## src/rtl/mi4_pkg.sv

```systemverilog
`timescale 1ns / 1ps
`default_nettype none
package mi4_pkg;

  localparam int unsigned ENTRY_W = 16;
  localparam int unsigned NUM_ENTRIES = 16;
  localparam int unsigned THR_W = 63;
  localparam int unsigned RESULT_W = 32;

  typedef logic [NUM_ENTRIES-1:0][ENTRY_W-1:0] mat_t;

  typedef struct packed {
    logic valid;
    mat_t data;
  } mat_word_t;

endpackage
`default_nettype wire

```

## src/rtl/mi4_front.sv

```systemverilog
`timescale 1ns / 1ps
`default_nettype none
module mi4_front import mi4_pkg::*; (
  input  wire logic               clk_i,
  input  wire logic               rst_ni,
  input  wire logic               in_valid_i,
  output logic                    in_stall_o,
  input  wire logic [ENTRY_W-1:0] entry_value_i,
  input  wire logic               queue_full_i,
  output mat_word_t               push_o
);

  logic [3:0]         count_q, count_d;
  logic [ENTRY_W-1:0] store_q [NUM_ENTRIES];
  logic               accept;

  // only the closing word of a matrix waits on the queue
  assign in_stall_o = (count_q == 4'd15) && queue_full_i;
  assign accept     = in_valid_i && !in_stall_o;
  assign count_d    = count_q + 4'd1;

  always_ff @(posedge clk_i or negedge rst_ni) begin
    if (!rst_ni) begin
      count_q <= 4'd0;
    end else if (accept) begin
      count_q <= count_d;
    end
  end

  always_ff @(posedge clk_i) begin
    if (accept) begin
      store_q[count_q] <= entry_value_i;
    end
  end

  always_comb begin
    push_o.valid = accept && (count_q == 4'd15);
    for (int i = 0; i < NUM_ENTRIES - 1; i++) begin
      push_o.data[i] = store_q[i];
    end
    push_o.data[NUM_ENTRIES-1] = entry_value_i;
  end

endmodule
`default_nettype wire

```

## config.mk

```make
export PLATFORM = sky130hd
export DESIGN_NAME = mi4_front
export DESIGN_NICKNAME = d
export VERILOG_FILES = /design/src/rtl/mi4_pkg.sv /design/src/rtl/mi4_front.sv
export SDC_FILE = /design/constraint.sdc
export NUM_CORES = 1
export LEC_CHECK = 0
export BUFFER_PORTS_ARGS = -buffer_cell sky130_fd_sc_hd__buf_2
export CORE_ASPECT_RATIO = 1.75
export CORE_MARGIN = 2
export CORE_UTILIZATION = 45
export DETAILED_ROUTE_END_ITERATION = 7
export GPL_ROUTABILITY_DRIVEN = 1
export PLACE_DENSITY = 0.73
export SLEW_MARGIN = 20
export SYNTH_ARGS = -nofsm -noshare
export SYNTH_HDL_FRONTEND = slang
export SYNTH_SLANG_ARGS = --single-unit
```

## constraint.sdc

```tcl
create_clock -name clk_i -period 5.5 [get_ports clk_i]
set_input_delay 0.275 -clock clk_i [delete_from_list [all_inputs] [get_ports clk_i]]
set_output_delay 0.275 -clock clk_i [all_outputs]
set_load 0.01 [all_outputs]
```

==> results.toml <==
[status]
status = "finished, final reports clean"

[final_layout]
diodes = 0
layout.cells.most_common = "buf_2"
fin_cells = 827
final-seq-area_um2 = 7310
n_fill_cell = 1301
final_nets = 613
multi_input_area_um2 = 305
drive_gt1_share_pct = 53.3
mostFrequentLayoutCells = "buf_2, edfxtp_1, clkbuf_16"
stdcell_area_um2 = 9910
syn2layout_area_growth_pct = 28.3

[grt]
overflow = 0
grt_start_max_net_pins = 17
grt_pass1_vias = 4034
grt_pass1_wl_um = 26000
grt_usage_pct = 20.4
antenna_found_initial = 0

[floorplanning]
start_util_pct = 45.8
die_area_um2 = 18300
io_pins = 278
rows = 63
core_area_um2 = 16900
dieWidth_um = 103
fp.dieH_um = 177

[logic_synthesis]
ys_top_cells_by_area = "edfxtp_1, buf_4, dfrtp_1, ha_1, nor2_1"
syn_area_um2 = 7720
synth_area_leader_cell = "edfxtp_1"
synth_warnings = 0
syn_nets = 328
seq_area_frac_synth_pct = 94.6
yosys_register_bits = 244
synth_top_area_share_pct = 93.3
synth_cell_types = 21
avgSynthCellArea_um2 = 25.4
syn_inst = 304

[place]
placed_cell_area_um2 = 9310
dp_hpwl_um = 13100
portBuffers = 277
gp_congestion = 0.798
dp_cells = 793

[setup_path]
worst-path-buf-inv = 0
worstSetupPathType = "flip-flop to flip-flop"
slowest_stage = "nor2_2"
critPathArrivalTime_ps = 2290
critPathTopFamily = "simple AND/OR/NAND/NOR gates"
slowest_delay_ps = 860
path_max_fanout = 16
critPathCaptureType = "flip-flop"
path_cells = "nand2b_1 -> nor2_2"
cp-start-kind = "flip-flop"
cp.required_ps = 5590

[power_and_ir_drop]
p_total_uw = 4040
power_per_cell_area_nw_per_um2 = 408
ir_drop_mv = 0.194
cellLeakagePower_uw = 0.00373

[clocking]
cts.sinks = 244
cts_max_level = 1
clk_path_buf_depth = 3
cts_buffers = 20
cts_resized = 0
postCtsSetupRepairBufs = 0
cts_tree = "yes"
postCtsHoldBufs = 1
path_clk_slew_ps = 60
clk_latency_ps = 480
cts-root-buf = "clkbuf_16"

[routing]
drt-initial-drc-count = 174
post_drt_wl_per_cell_um = 23.2
avgViaCountPerCell = 4.87
drc = 0
vias = 4031
wl_um = 19200
dr.pass1.iters = 4
drt.antenna.violating_nets = 0

[sta]
fmax_mhz = 455
rsz0062_at_grt = "false"
hold_violations = 0
tightest_slew_ps = 1040
post-route-period-util_pct = 40.0
finalClockSkew_ps = 5.96
setup_viol = 0
timing.final.crit_period_ps = 2200
fin_setup_tns_ps = 0
slew_viol_final = 0
slew_headroom_pct = 30.5

[min_path]
min_path_type = "primary input to asynchronous set/reset pin"

[flow_run]
drv_cap = 0
-- Yosys cell counts, drive strengths merged --
library cell and instances:
nand4 2, xor2 1, and2 4, buf 19, nor2 9, nor3 4
inv 3, mux2 1, a21oi 3, edfxtp 240, xnor2 1, ha 4
nand2 6, dfrtp 4, nand2b 2, nand3 1
-- worst paths after layout --
check / startpoint / endpoint / slack (ps) / cells after the start
max reg2reg: count_q[2] / store_q[5][10] / 3300 / 2
max in group asynchronous: rst_ni / count_q[1] / 5250 / 2
min reg2reg: count_q[0] / count_q[0] / 590 / 1
min: rst_ni / count_q[0] / 130 / 2
min in group clk_i: queue_full_i / count_q[3] / 160 / 3
max: count_q[2] / store_q[5][10] / 3300 / 2
-- flip-flops by register name (all words and copies together) (netlist names) --
signal   cells
count_q      4
store_q    240
-- area by class of cell --
class | instances | area share [%]
flip-flops and latches | 244 | 73.8
repair buffers | 282 | 14.4
clock buffers | 27 | 5.53
multi-input cells | 38 | 3.08
well taps | 227 | 2.87
clock inverters | 6 | 0.240
inverters | 3 | 0.114
-- worst register-to-register path, cell delays in order (launching register included) --
cell	delay [ps]
dfrtp_1	640
nand2b_1	310
nor2_2	860
-- power by group --
group	internal [uW]	total (uW)	leakage, uW	switching, uW
combinational	134	451	0.00124	317
clock	695	1270	0.000278	576
sequential	2230	2320	0.00221	87.0
total	3060	4040	0.00373	980
-- routing by layer --
metal	GRT usage [%]	part of all wire, %	vias to the layer above
li1	-	-	1735
met3	2.80	6.0	52
met4	10.7	5.3	0
met2	35.5	53	238
met5	0	0	-
met1	24.2	36	2006
-- cells by family after synthesis --
| family | after synthesis | synth area share, % |
|---|---|---|
| DFF | 244 | 94.6 |
| muxes | 1 | 0.194 |
| adders and majority gates | 4 | 0.648 |
| xor gates and xnor gates | 2 | 0.227 |
| buffers and inverters | 22 | 2.06 |
| AOI/OAI and AO/OA | 3 | 0.243 |
| and+or+nand+nor | 28 | 1.99 |
-- metrics by stage --
| step | hold slack, ps | worst slack, ps | util [%] |
|---|---|---|---|
| finish | 126 | 3300 | 58.7 |
| global route | 127 | 3160 | 58.7 |
| CTS | 113 | 3170 | 58.7 |
| detailed placement | 90.5 | 3200 | 55.2 |
| global placement | 80.1 | 3360 | 55.2 |
| floorplan | -20.6 | 3140 | - |
Note: power is estimated with default switching activity, not from simulation.
