## config.mk

```make
export PLATFORM = sky130hd
export DESIGN_NAME = mi4_queue
export DESIGN_NICKNAME = d
export VERILOG_FILES = /design/src/rtl/mi4_pkg.sv /design/src/rtl/mi4_queue.sv
export SDC_FILE = /design/constraint.sdc
export NUM_CORES = 1
export LEC_CHECK = 0
export ABC_AREA = 1
export BUFFER_PORTS_ARGS = -buffer_cell sky130_fd_sc_hd__buf_2
export CORE_MARGIN = 2
export CORE_UTILIZATION = 50
export CTS_CLUSTER_SIZE = 8
export DETAILED_ROUTE_END_ITERATION = 8
export HOLD_SLACK_MARGIN = 0.03
export PLACE_DENSITY = 0.76
export SETUP_SLACK_MARGIN = 0.2
export SLEW_MARGIN = 30
export SYNTH_ARGS = -nofsm -noshare
export SYNTH_HDL_FRONTEND = slang
export SYNTH_SLANG_ARGS = --single-unit
```

## constraint.sdc

```tcl
create_clock -name clk_i -period 13.1 [get_ports clk_i]
set_clock_uncertainty 0.05 [all_clocks]
set_input_delay 1.965 -clock clk_i [delete_from_list [all_inputs] [get_ports clk_i]]
set_output_delay 1.965 -clock clk_i [all_outputs]
set_load 0.05 [all_outputs]
```

## src/rtl/mi4_pkg.sv

```systemverilog
`timescale 1ns / 1ps
`default_nettype none
package mi4_pkg;

  localparam int unsigned ENTRY_W = 16;
  localparam int unsigned NUM_ENTRIES = 16;
  localparam int unsigned THR_W = 63;
  localparam int unsigned RESULT_W = 32;

  typedef logic [NUM_ENTRIES-1:0][ENTRY_W-1:0] mat_t;

  typedef struct packed {
    logic valid;
    mat_t data;
  } mat_word_t;

endpackage
`default_nettype wire

```

## src/rtl/mi4_queue.sv

```systemverilog
`timescale 1ns / 1ps
`default_nettype none
module mi4_queue import mi4_pkg::*; (
  input  wire logic      clk_i,
  input  wire logic      rst_ni,
  input  wire mat_word_t push_i,
  input  wire logic      pop_i,
  output logic           full_o,
  output mat_word_t      head_o
);

  mat_t       ent_q [2];
  logic       wp_q, rp_q;
  logic [1:0] cnt_q;

  assign full_o       = (cnt_q == 2'd2);
  assign head_o.valid = (cnt_q != 2'd0);
  assign head_o.data  = ent_q[rp_q];

  always_ff @(posedge clk_i or negedge rst_ni) begin
    if (!rst_ni) begin
      wp_q  <= 1'b0;
      rp_q  <= 1'b0;
      cnt_q <= 2'd0;
    end else begin
      if (push_i.valid) begin
        wp_q <= !wp_q;
      end
      if (pop_i) begin
        rp_q <= !rp_q;
      end
      case ({push_i.valid, pop_i})
        2'b10:   cnt_q <= cnt_q + 2'd1;
        2'b01:   cnt_q <= cnt_q - 2'd1;
        default: cnt_q <= cnt_q;
      endcase
    end
  end

  always_ff @(posedge clk_i) begin
    if (push_i.valid) begin
      ent_q[wp_q] <= push_i.data;
    end
  end

endmodule
`default_nettype wire

```

==> impl_results.md <==
- Endpoints failing hold: 0
- LEAKAGE: 0.01033 uW
- Vias in the first global route: 12180
- RePlAce Congestion: 0.8616
- CP Capture Type: primary output
- CTS Buf Count: 74
- TritonCTS clock tree: built
- Slew at the pin with the worst max-slew slack: 0.9662 ns
- Share of cells above drive strength 1: 31.74%
- Power per Cell Area: 278.4 mW/mm^2
- Worst path required time: 11.09 ns
- Avg WL per Cell: 17.62 um
- Hold Slack: 0.4322 ns
- Gr usage total: 21.42%
- Max-Cap Viols: 0
- Syn_nets: 1622
- Fin area: 0.02417 mm^2
- Hold path cells: 2
- Post-cts sizing count: 0
- Die W: 200.5 um
- Post-place instance area: 0.02214 mm^2
- Netlist cell types: 16
- Multi-input logic area: 0.002330 mm^2
- Area Overhead vs Synth: 25.18%
- Post-Syn Area: 0.01931 mm^2
- First-pass GRT wire length: 66130 um
- Clock transition at path regs: 0.05 ns
- Worst stage delay on the critical path: 0.85 ns
- Flops & latches, synth: 516
- Clock root buffer: clkbuf_16
- F_max: 0.1677 GHz
- Commonest cells after routing, fill and taps aside: buf_2 (517), edfxtp_1 (512), nand2_1 (262), inv_1 (261), o21ai_1 (214)
- Setup TNS: 0 ns
- Crit path kind: reg -> out
- Drt via density: 4.894
- Critical Path Source Type: flop
- Kind of cell adding the most delay to the critical path: buffers and inverters
- Worst R2R Start: wp_q$_DFFE_PN0P_
- Multiplexer area fraction after synthesis: 0%
- FF-to-FF End: ent_q[1][90]$_DFFE_PP_
- Final setup viols: 0
- Post-synth top area cell: edfxtp_1
- Post-DRT Antenna Nets: 0
- Slew Viols, Final: 0
- Crit-path max FO: 99
- Initial core utilization: 51.03%
- Register area: 0.01548 mm^2
- Final HPWL DP: 28510 um
- RSZ-0062 raised after global routing: false
- Largest net degree at the start of global routing: 126
- DRT Wirelength: 43180 um
- Critical path's slowest cell: dfrtp_4
- R2R Setup Slk: 9.82 ns
- Clk buf depth: 3
- Peak VDD IR: 0.3469 mV
- DR iter-0 viols: 805
- Clock insertion delay at the later pin of the skew report: 0.57 ns
- Util after Layout: 63.88%
- Outcome: complete, no violations
- Mapped Cells: 1361
- Port bufs: 517
- Area share of the largest cell type after synthesis: 79.62%
- Period utilisation layout: 45.51%
- Slew margin rel.: 35.59%
- Vias post-DR: 11990
- Hold/Removal Path Class: reg -> reg
- Main combinational cell family by area after synthesis: buffers and inverters
- Antenna violations before repair: 17
- Most common cell after layout, fill and taps aside: buf_2
- Top cells by area, synth: edfxtp_1 (80%), o21ai_1 (5.5%), inv_1 (5.1%), nand2_1 (5.1%), buf_6 (1.9%)
- Worst R2R Path Depth: 4
- # clock sinks: 516
- Most frequent CP cell: buf_4
- DRT Pass-1 Iters: 5
- CTS H-Tree Depth: 3
- Layout Nets: 2169
- Yosys warnings: 0
- DRC: 0
- Fillers: 2725
- CP arrival: 3.95 ns
- Synth Area in Adders: 0.06479%
- Total die area: 0.04021 mm^2
- Hold_sp: cnt_q[1]$_DFFE_PN0P_
- Hold Buf Count CTS: 0
- GRT Residual Overflow: 0
- Core box area: 0.03784 mm^2
- Core Rows: 71
- I/O pin count: 518
- Post-Synth XOR/XNOR Area: 0.1361%
- Post CTS Setup Buffer Count: 0
- Sequential share of the synthesized area: 80.13%
- Post-synthesis compound-gate area fraction: 6.635%
- Buf/Inv on CP: 4
- Synth Area in Simple Gates: 5.190%
- CP cell instances: buf_16 > buf_4 > buf_4 > nand2_1 > o21ai_1 > buf_2
- Min Tclk post-route: 5.962 ns
- Syn avg cell area: 14.19 um^2
- Worst hold endpoint: cnt_q[1]$_DFFE_PN0P_
- Die height: 200.5 um
-- cells in the mapped netlist --
cell type / number
nand2_1: 262
buf_4: 20
buf_2: 1
nor2_1: 2
o21ai_1: 214
clkbuf_1: 4
edfxtp_1: 512
buf_6: 32
xor2_1: 2
o21ai_0: 42
xnor2_1: 1
inv_1: 262
nand3_1: 1
ha_1: 1
nand4_1: 1
dfrtp_1: 4
-- kinds of logic after synthesis --
family	Yosys count
flip-flops	516
adder cells (fa/ha/maj)	1
XOR/XNOR	3
AND/OR/NAND/NOR	266
AO/OA/AOI/OAI	256
buffers and inverters	319
-- worst max path at each step --
stage                                start               endpoint  slack (ns)  cells past startpoint
after global routing      rp_q$_DFFE_PN0P_            head_o[135]        6.80                      6
after CTS                 rp_q$_DFFE_PN0P_            head_o[155]        7.12                      6
final                     rp_q$_DFFE_PN0P_            head_o[127]        7.14                      6
after global placement    rp_q$_DFFE_PN0P_            head_o[126]        7.58                      5
after detailed placement  rp_q$_DFFE_PN0P_            head_o[142]        7.76                      6
after floorplan                push_i[256]  ent_q[0][0]$_DFFE_PP_        3.92                      2
-- power breakdown --
group / internal (uW) / switching (uW)
sequential: 2200 / 103
combinational: 502 / 2280
clock: 1020 / 628
total: 3720 / 3010
-- per-stage QoR --
stage	cells	setup WS (ns)	power, uW
4_1_cts	2439	7.123	6788
2_1_floorplan	1361	3.921	4594
5_1_grt	2448	6.804	7012
3_5_place_dp	2343	7.756	5111
3_3_place_gp	2342	7.578	5064
6_report	2451	7.138	6731
-- flip-flops by register name (all words and copies together), names as in the netlist --
signal	flops
ent_q	512
rp_q	1
wp_q	1
cnt_q	2
-- final cells by class --
class | instances | share of cell area [%]
clock inverters | 7 | 0.2950
flip-flops and latches | 516 | 64.03
well taps | 511 | 2.645
diodes | 12 | 0.1242
inverters | 262 | 4.099
repair buffers | 528 | 11.19
clock buffers | 89 | 7.981
multi-input cells | 526 | 9.637
-- tightest hold or removal path, stage by stage (launching register included) --
cell and delay (ns):
dfrtp_1 0.34, nand2_1 0.05, nand2_1 0.05
-- metal layers --
layer  part of all wire, %  track usage (%)
met5                  0.15                0
met2                    52            37.17
met3                   8.6            7.013
met4                   3.0            10.13
met1                    36            23.96
Power figures use the tool's default switching activity.
