--- config.mk ---
export PLATFORM = sky130hd
export DESIGN_NAME = mi4_back
export DESIGN_NICKNAME = d
export VERILOG_FILES = /design/src/rtl/mi4_pkg.sv /design/src/rtl/mi4_back.sv
export SDC_FILE = /design/constraint.sdc
export NUM_CORES = 2
export LEC_CHECK = 0
export BUFFER_PORTS_ARGS = -buffer_cell sky130_fd_sc_hd__buf_2
export CAP_MARGIN = 20
export CELL_PAD_IN_SITES_DETAIL_PLACEMENT = 1
export CELL_PAD_IN_SITES_GLOBAL_PLACEMENT = 2
export CORE_MARGIN = 4
export CORE_UTILIZATION = 45
export CTS_CLUSTER_DIAMETER = 50
export DETAILED_ROUTE_END_ITERATION = 7
export GPL_TIMING_DRIVEN = 0
export PLACE_DENSITY = 0.95
export SYNTH_ARGS = -nofsm -noshare
export SYNTH_HDL_FRONTEND = slang
export SYNTH_SLANG_ARGS = --single-unit
--- constraint.sdc ---
create_clock -name clk_i -period 101 [get_ports clk_i]
set_input_delay 10.1 -clock clk_i [delete_from_list [all_inputs] [get_ports clk_i]]
set_output_delay 10.1 -clock clk_i [all_outputs]
set_load 0.005 [all_outputs]
--- src/rtl/mi4_pkg.sv ---
`timescale 1ns / 1ps
`default_nettype none
package mi4_pkg;

  localparam int unsigned ENTRY_W = 16;
  localparam int unsigned NUM_ENTRIES = 16;
  localparam int unsigned THR_W = 63;
  localparam int unsigned RESULT_W = 32;

  typedef logic [NUM_ENTRIES-1:0][ENTRY_W-1:0] mat_t;

  typedef struct packed {
    logic valid;
    mat_t data;
  } mat_word_t;

endpackage
`default_nettype wire

--- src/rtl/mi4_back.sv ---
`timescale 1ns / 1ps
`default_nettype none
module mi4_back import mi4_pkg::*; (
  input  wire logic                clk_i,
  input  wire logic                rst_ni,
  input  wire mat_word_t           head_i,
  output logic                     pop_o,
  input  wire logic [THR_W-1:0]    thr_i,
  output logic                     out_valid_o,
  input  wire logic                out_stall_i,
  output logic [RESULT_W-1:0]      result_value_o,
  output logic                     singular_o,
  output logic                     last_of_matrix_o
);

  localparam logic [2:0] S_IDLE = 3'd0;
  localparam logic [2:0] S_COF  = 3'd1;
  localparam logic [2:0] S_DET  = 3'd2;
  localparam logic [2:0] S_CHK  = 3'd3;
  localparam logic [2:0] S_LOAD = 3'd4;
  localparam logic [2:0] S_DIV  = 3'd5;
  localparam logic [2:0] S_EMIT = 3'd6;

  localparam logic [2:0] OP_MN_SET  = 3'd0;
  localparam logic [2:0] OP_MN_SUB  = 3'd1;
  localparam logic [2:0] OP_ACC_SET = 3'd2;
  localparam logic [2:0] OP_ACC_SUB = 3'd3;
  localparam logic [2:0] OP_ACC_ADD = 3'd4;

  localparam int unsigned NUM_W = 72;
  localparam logic [6:0] DIV_LAST = 7'(NUM_W - 1);

  typedef struct packed {
    logic [3:0] ia;
    logic [3:0] ib;
    logic [2:0] op;
  } step_t;

  // 3x3 determinant as nine multiply steps over the minor positions
  function automatic step_t step_info(input logic [3:0] s);
    step_t t;
    case (s)
      4'd0:    t = '{ia: 4'd4, ib: 4'd8, op: OP_MN_SET};
      4'd1:    t = '{ia: 4'd5, ib: 4'd7, op: OP_MN_SUB};
      4'd2:    t = '{ia: 4'd0, ib: 4'd0, op: OP_ACC_SET};
      4'd3:    t = '{ia: 4'd3, ib: 4'd8, op: OP_MN_SET};
      4'd4:    t = '{ia: 4'd5, ib: 4'd6, op: OP_MN_SUB};
      4'd5:    t = '{ia: 4'd1, ib: 4'd0, op: OP_ACC_SUB};
      4'd6:    t = '{ia: 4'd3, ib: 4'd7, op: OP_MN_SET};
      4'd7:    t = '{ia: 4'd4, ib: 4'd6, op: OP_MN_SUB};
      default: t = '{ia: 4'd2, ib: 4'd0, op: OP_ACC_ADD};
    endcase
    return t;
  endfunction

  // position k of the 3x3 minor that drops row r and column c
  function automatic logic [3:0] sub_idx(input logic [1:0] r, input logic [1:0] c,
                                         input logic [3:0] k);
    logic [1:0] r3, c3;
    case (k)
      4'd0:    begin r3 = 2'd0; c3 = 2'd0; end
      4'd1:    begin r3 = 2'd0; c3 = 2'd1; end
      4'd2:    begin r3 = 2'd0; c3 = 2'd2; end
      4'd3:    begin r3 = 2'd1; c3 = 2'd0; end
      4'd4:    begin r3 = 2'd1; c3 = 2'd1; end
      4'd5:    begin r3 = 2'd1; c3 = 2'd2; end
      4'd6:    begin r3 = 2'd2; c3 = 2'd0; end
      4'd7:    begin r3 = 2'd2; c3 = 2'd1; end
      default: begin r3 = 2'd2; c3 = 2'd2; end
    endcase
    if (r3 >= r) r3 = r3 + 2'd1;
    if (c3 >= c) c3 = c3 + 2'd1;
    return {r3, c3};
  endfunction

  logic [2:0]          state_q;
  logic [ENTRY_W-1:0]  mat_q [NUM_ENTRIES];
  logic signed [48:0]  cof_q [NUM_ENTRIES];
  logic signed [15:0]  opa_q;
  logic signed [32:0]  mn_q;
  logic signed [48:0]  acc_q;
  logic signed [66:0]  det_q;
  logic [65:0]         dmag_q;
  logic                dneg_q, sing_q;
  logic [3:0]          ci_q, step_q, cnt_q;
  logic                ph_q;
  logic [6:0]          dcnt_q;
  logic [NUM_W-1:0]    num_q;
  logic [65:0]         rem_q;
  logic [31:0]         quo_q;
  logic                ovf_q, neg_q;
  logic                out_valid_q, sing_out_q, last_q;
  logic [RESULT_W-1:0] result_q;

  step_t               st;
  logic [1:0]          rr, cc;
  logic [3:0]          mat_addr, cof_addr;
  logic signed [15:0]  mat_rd;
  logic signed [48:0]  cof_rd;
  logic signed [15:0]  mul_a;
  logic signed [48:0]  mul_b;
  logic signed [64:0]  prod;
  logic signed [48:0]  acc_next;
  logic signed [66:0]  det_mag;
  logic                sing_now;
  logic signed [48:0]  cof_mag;
  logic [66:0]         rem_sh;
  logic                rem_ge;
  logic [66:0]         rem_sub;
  logic [RESULT_W-1:0] div_val, emit_val;
  logic                out_free;

  assign rr = ci_q[3:2];
  assign cc = ci_q[1:0];
  assign st = step_info(step_q);

  always_comb begin
    case (state_q)
      S_COF:   mat_addr = ph_q ? sub_idx(rr, cc, st.ib) : sub_idx(rr, cc, st.ia);
      default: mat_addr = cnt_q;
    endcase
    case (state_q)
      S_LOAD:  cof_addr = {cnt_q[1:0], cnt_q[3:2]};
      default: cof_addr = cnt_q;
    endcase
  end

  assign mat_rd = $signed(mat_q[mat_addr]);
  assign cof_rd = cof_q[cof_addr];

  always_comb begin
    mul_a = (state_q == S_DET) ? mat_rd : opa_q;
    if (state_q == S_DET) begin
      mul_b = cof_rd;
    end else if (st.op == OP_MN_SET || st.op == OP_MN_SUB) begin
      mul_b = 49'(mat_rd);
    end else begin
      mul_b = 49'(mn_q);
    end
  end

  assign prod = mul_a * mul_b;

  always_comb begin
    case (st.op)
      OP_ACC_SET: acc_next = prod[48:0];
      OP_ACC_SUB: acc_next = acc_q - prod[48:0];
      OP_ACC_ADD: acc_next = acc_q + prod[48:0];
      default:    acc_next = acc_q;
    endcase
  end

  assign det_mag  = det_q[66] ? -det_q : det_q;
  assign sing_now = (det_mag == 67'd0) ||
                    ((det_mag[66:63] == 4'd0) && (det_mag[62:0] < thr_i));
  assign cof_mag  = cof_rd[48] ? -cof_rd : cof_rd;

  // restoring divide, one quotient bit a cycle
  assign rem_sh  = {rem_q, num_q[NUM_W-1]};
  assign rem_ge  = rem_sh >= {1'b0, dmag_q};
  assign rem_sub = rem_sh - {1'b0, dmag_q};

  always_comb begin
    if (neg_q) begin
      div_val = (ovf_q || quo_q > 32'h8000_0000) ? 32'h8000_0000 : -quo_q;
    end else begin
      div_val = (ovf_q || quo_q[31]) ? 32'h7FFF_FFFF : quo_q;
    end
    if (sing_q) begin
      emit_val = {{8{mat_rd[15]}}, mat_rd, 8'd0};
    end else begin
      emit_val = div_val;
    end
  end

  assign out_free = !out_valid_q || !out_stall_i;
  assign pop_o    = (state_q == S_IDLE) && head_i.valid;

  always_ff @(posedge clk_i or negedge rst_ni) begin
    if (!rst_ni) begin
      state_q     <= S_IDLE;
      ci_q        <= 4'd0;
      step_q      <= 4'd0;
      ph_q        <= 1'b0;
      cnt_q       <= 4'd0;
      dcnt_q      <= 7'd0;
      out_valid_q <= 1'b0;
    end else begin
      if (state_q == S_EMIT && out_free) begin
        out_valid_q <= 1'b1;
      end else if (!out_stall_i) begin
        out_valid_q <= 1'b0;
      end
      case (state_q)
        S_IDLE: begin
          if (head_i.valid) begin
            state_q <= S_COF;
            ci_q    <= 4'd0;
            step_q  <= 4'd0;
            ph_q    <= 1'b0;
          end
        end
        S_COF: begin
          ph_q <= !ph_q;
          if (ph_q) begin
            if (step_q == 4'd8) begin
              step_q <= 4'd0;
              if (ci_q == 4'd15) begin
                state_q <= S_DET;
                cnt_q   <= 4'd0;
              end else begin
                ci_q <= ci_q + 4'd1;
              end
            end else begin
              step_q <= step_q + 4'd1;
            end
          end
        end
        S_DET: begin
          if (cnt_q == 4'd3) begin
            state_q <= S_CHK;
          end
          cnt_q <= cnt_q + 4'd1;
        end
        S_CHK: begin
          cnt_q   <= 4'd0;
          state_q <= sing_now ? S_EMIT : S_LOAD;
        end
        S_LOAD: begin
          dcnt_q  <= 7'd0;
          state_q <= S_DIV;
        end
        S_DIV: begin
          dcnt_q <= dcnt_q + 7'd1;
          if (dcnt_q == DIV_LAST) begin
            state_q <= S_EMIT;
          end
        end
        S_EMIT: begin
          if (out_free) begin
            cnt_q <= cnt_q + 4'd1;
            if (cnt_q == 4'd15) begin
              state_q <= S_IDLE;
            end else begin
              state_q <= sing_q ? S_EMIT : S_LOAD;
            end
          end
        end
        default: state_q <= S_IDLE;
      endcase
    end
  end

  always_ff @(posedge clk_i) begin
    case (state_q)
      S_IDLE: begin
        if (head_i.valid) begin
          for (int i = 0; i < NUM_ENTRIES; i++) begin
            mat_q[i] <= head_i.data[i];
          end
        end
        det_q <= '0;
      end
      S_COF: begin
        if (!ph_q) begin
          opa_q <= mat_rd;
        end else begin
          case (st.op)
            OP_MN_SET: mn_q <= prod[32:0];
            OP_MN_SUB: mn_q <= mn_q - prod[32:0];
            default:   acc_q <= acc_next;
          endcase
          if (step_q == 4'd8) begin
            cof_q[ci_q] <= (rr[0] ^ cc[0]) ? -acc_next : acc_next;
          end
        end
      end
      S_DET: begin
        det_q <= det_q + {{2{prod[64]}}, prod};
      end
      S_CHK: begin
        dmag_q <= det_mag[65:0];
        dneg_q <= det_q[66];
        sing_q <= sing_now;
      end
      S_LOAD: begin
        num_q <= {cof_mag[47:0], 24'd0};
        neg_q <= cof_rd[48] ^ dneg_q;
        rem_q <= '0;
        quo_q <= '0;
        ovf_q <= 1'b0;
      end
      S_DIV: begin
        num_q <= {num_q[NUM_W-2:0], 1'b0};
        rem_q <= rem_ge ? rem_sub[65:0] : rem_sh[65:0];
        quo_q <= {quo_q[30:0], rem_ge};
        ovf_q <= ovf_q | quo_q[31];
      end
      S_EMIT: begin
        if (out_free) begin
          result_q   <= emit_val;
          sing_out_q <= sing_q;
          last_q     <= (cnt_q == 4'd15);
        end
      end
      default: begin
      end
    endcase
  end

  assign out_valid_o      = out_valid_q;
  assign result_value_o   = result_q;
  assign singular_o       = sing_out_q;
  assign last_of_matrix_o = last_q;

endmodule
`default_nettype wire

==> metrics <==
run status complete, no violations; R2R depth 58; post-CTS clock slew at the launch and capture registers of the worst setup and hold paths ~0.060 ns; async set-reset flop share out of synthesis 0.0162; number of design rule violations left after detail routing 0; final critical path time including I/O delays and setup 23.99 ns; Core Box Area 235000 µm²; Starting DRT DRC Count 10600; Rows 178; post-layout instance area 123000 µm²; worst endpoint data arrival time 24.49 ns; clock tree from TritonCTS yes; portion of the post-synthesis area used by sequential elements 0.416; Hold Vio Cnt, Final 0; share of the clock period used by the worst path 0.238; hold buffer count at cts 0; yosys warns 0; share of the core filled with cells 0.521; sum of buffers and inverters on the critical path 14; measured slew at the worst slew-check pin ~1.3 ns; Congestion Overflow GR 0; area post-placement 116000 µm²; I/O Pins ~360; share of post-route cells with drive strength above 1 0.110; number of input and output port buffers inserted between 300 and 400; EDFF count, synth 1455; TritonCTS Sinks between 1000 and 1500; aggregate negative setup slack 0 ns; pin count of the biggest net entering global routing 48; R2R Setup Slk 77.01 ns; post-route clock skew around 0.15 ns; number of buffers inserted during clock tree synthesis 196; CP max stage delay 1.04 ns; DR vias/cell 6.29; worst-path fanout max 16; global-route wire length before repair 666000 µm; worst-case clock buffer depth 3; instance count after placement with tap cells included 14200; Die Wd 494 µm; weighted congestion at the end of routability-driven global placement 0.995; DR WL met2 around 210000 µm; Reg-to-Reg End cof_q[12][46]$_DFFE_PP_; Critical Path Slowest Stage Cell sky130_fd_sc_hd__a2111oi_1; netlist area before placement 106000 µm²; Most used DFF post-synth sky130_fd_sc_hd__edfxtp_1; overall routed net length approximately 470000 µm; Crit Reg-Reg Startpoint step_q[0]$_DFFE_PN0P_; path type of the worst min-delay path reg -> reg; sum of met3 wire segment lengths after detailed routing 50500 µm; Worst setup SP type flip-flop; setup repair after global routing missed its margin false; Syn Area/Cell approximately 10 µm²; gate count of the mapped netlist 10500; Final ANT Viol Nets 0; # fillers between 20000 and 30000; vertical die dimension between 400 and 500 µm; headroom to the max-slew limit 0.116; CP endpoint cof_q[12][46]$_DFFE_PP_; die footprint 244000 µm²; layout net count 12800; post-DR wirelength/cell 31.8 µm; WS Path Type reg -> reg; post-synthesis to final-layout area growth 15.1%; post-CTS sizing 0; launch point of the critical path step_q[0]$_DFFE_PN0P_; number of distinct library cell variants in the gate-level netlist after synthesis 110; total routed wire length on the met1 layer 168000 µm; number of iterations in the first detailed-routing pass 8; CP dominant cell by count sky130_fd_sc_hd__inv_1; library cell used as clock root buffer sky130_fd_sc_hd__clkbuf_16; Maximum Capacitance Violations 0; required time of the critical path just over 100 ns; insertion delay of the later-clocked pin in the worst-skew pair 0.94 ns; DR vias 92000; number of global-route vias before repair roughly 97000; Post-CTS Repair Setup Buffers 0; syn_nets between 10000 and 15000; post-layout instance count excluding filler cells approximately 15000; endpoint kind of the worst setup timing path flip-flop; Max Fclk 41.7 MHz; number of synthesized register bits 1479; number of H-tree levels 4; overall fraction of global-route tracks in use 0.373; antenna violations before repair 34; final number of max-transition violations 0; Top Family by Delay on Critical Path compound AO/OA/AOI/OAI gates; top metal layer carrying routed signals met5; Setup-failing EPs final 0; HPWL Detailed 357000 µm; initial core utilization 0.453; stages on the worst setup path 58
==> cell usage after synthesis, drive strengths merged (16+ instances only) <==
cell type,number,area share
mux2,41,0.0043
clkbuf,359,0.013
buf,189,0.0084
xor2,175,0.014
o41ai,21,0.0018
ha,453,0.053
nand2,1527,0.054
a211o,19,0.0016
o31ai,53,0.0038
or4,29,0.0022
a31oi,113,0.0066
a21boi,33,0.0023
o21ai,395,0.019
a311oi,128,0.011
nor3b,23,0.0016
or3,57,0.0034
o22ai,25,0.0015
and2,75,0.0044
o21bai,58,0.0041
a21oi,507,0.024
nor4,43,0.0029
a21o,205,0.014
a41oi,16,0.0013
nand2b,101,0.0059
mux2i,179,0.017
o211ai,31,0.0022
nor2,720,0.025
or2,22,0.0013
fa,728,0.14
nand3,363,0.017
a211oi,214,0.015
o21a,63,0.0044
and3,109,0.0064
xnor2,259,0.021
dfrtp,24,0.0056
inv,1154,0.041
a21bo,17,0.0016
nor3,120,0.0057
edfxtp,1455,0.41
nor2b,79,0.0046
nand4,82,0.0049
==> sequential cells by signal, summed over array words and instances, names as in the netlist, 3 cells and up <==
register and cells:
dmag_q 66, acc_q 49, state_q 3, cnt_q 4
dcnt_q 7, det_q 67, mn_q 33, ci_q 4
result_value_o 32, step_q 4, rem_q 66, quo_q 32
opa_q 16, mat_q 256, num_q 48, cof_q 784
==> final cells by class <==
type / instances / area [µm²] / share of cell area
multi-input combinational: 7325 / 56200 / 0.458
sequential: 1479 / 44300 / 0.361
clock buffer: 225 / 5030 / 0.0411
timing repair buffer: 595 / 4700 / 0.0384
inverter: 1155 / 4340 / 0.0354
tap: 3150 / 3940 / 0.0322
buffer: 548 / 2250 / 0.0183
clock inverter: 142 / 1760 / 0.0144
antenna: 22 / 55.1 / 0.000449
==> metal layers <==
metal,track usage,vias to the layer above
met2,0.582,5665
met1,0.451,46500
met3,0.0991,1643
li1,-,38200
met5,0,-
met4,0.263,8
==> kinds of logic (layout without fill, tap and decap cells) <==
family / Yosys count / in the layout / share of synthesized area
fa+ha+maj: 1181 / 1181 / 0.190
buf+inv: 1703 / 2665 / 0.0618
other cells: 0 / 22 / 0
simple gates: 3417 / 3417 / 0.145
mux: 222 / 222 / 0.0216
compound gates: 2070 / 2070 / 0.129
xor+xnor: 435 / 435 / 0.0360
flops: 1479 / 1479 / 0.416
==> metrics by stage <==
step,setup WS [ns],hold WS [ns]
floorplan,54.74,0.424
global placement,42.10,0.486
detailed placement,78.22,0.521
CTS,78.01,0.531
global route,76.89,0.556
finish,77.01,0.528
==> placed cells by master (no fill, tap or decap), types with 31 or more instances in the layout <==
cell                        instances
sky130_fd_sc_hd__nand2_1         1527
sky130_fd_sc_hd__edfxtp_1        1455
sky130_fd_sc_hd__inv_1           1152
sky130_fd_sc_hd__fa_1             728
sky130_fd_sc_hd__nor2_1           704
sky130_fd_sc_hd__a21oi_1          493
sky130_fd_sc_hd__buf_2            486
sky130_fd_sc_hd__ha_1             453
sky130_fd_sc_hd__clkbuf_1         382
sky130_fd_sc_hd__nand3_1          363
sky130_fd_sc_hd__o21ai_0          363
sky130_fd_sc_hd__xnor2_1          238
sky130_fd_sc_hd__a211oi_1         212
sky130_fd_sc_hd__a21o_1           205
sky130_fd_sc_hd__clkbuf_16        196
sky130_fd_sc_hd__mux2i_1          173
sky130_fd_sc_hd__xor2_1           166
sky130_fd_sc_hd__a311oi_1         124
sky130_fd_sc_hd__nor3_1           114
sky130_fd_sc_hd__and3_1           109
sky130_fd_sc_hd__nand2b_1         101
sky130_fd_sc_hd__a31oi_1          100
sky130_fd_sc_hd__buf_4             92
sky130_fd_sc_hd__nand4_1           81
sky130_fd_sc_hd__nor2b_1           79
sky130_fd_sc_hd__and2_1            73
sky130_fd_sc_hd__o21a_1            63
sky130_fd_sc_hd__buf_1             62
sky130_fd_sc_hd__o21bai_1          58
sky130_fd_sc_hd__or3_1             57
sky130_fd_sc_hd__buf_6             53
sky130_fd_sc_hd__o31ai_1           52
sky130_fd_sc_hd__buf_8             48
sky130_fd_sc_hd__mux2_2            41
sky130_fd_sc_hd__nor4_1            38
sky130_fd_sc_hd__o211ai_1          31
sky130_fd_sc_hd__o21ai_1           31
==> worst min path at each step <==
| stage | startpoint | endpoint | cells past startpoint |
|---|---|---|---|
| global route | num_q[54]$_DFFE_PP_ | num_q[55]$_DFFE_PP_ | 2 |
| detailed placement | num_q[62]$_DFFE_PP_ | num_q[63]$_DFFE_PP_ | 2 |
| finish | num_q[62]$_DFFE_PP_ | num_q[63]$_DFFE_PP_ | 2 |
| global placement | dcnt_q[1]$_DFFE_PN0P_ | dcnt_q[1]$_DFFE_PN0P_ | 2 |
| CTS | num_q[62]$_DFFE_PP_ | num_q[63]$_DFFE_PP_ | 2 |
| floorplan | det_q[66]$_SDFFCE_PN0P_ | dneg_q$_DFFE_PN_ | 0 |
==> worst reg2reg max path: cells and delay by family, from the launching register on <==
family	cells	cell delay [ns]
AOI/OAI and AO/OA	17	9.03
adders and majority gates	10	4.81
buffers and inverters	14	3.92
and+or+nand+nor	12	3.47
xor gates and xnor gates	5	1.84
DFF	1	0.52
Power is not shown: default switching activity piles up to over one toggle a cycle in this logic, so the estimate is an artifact.
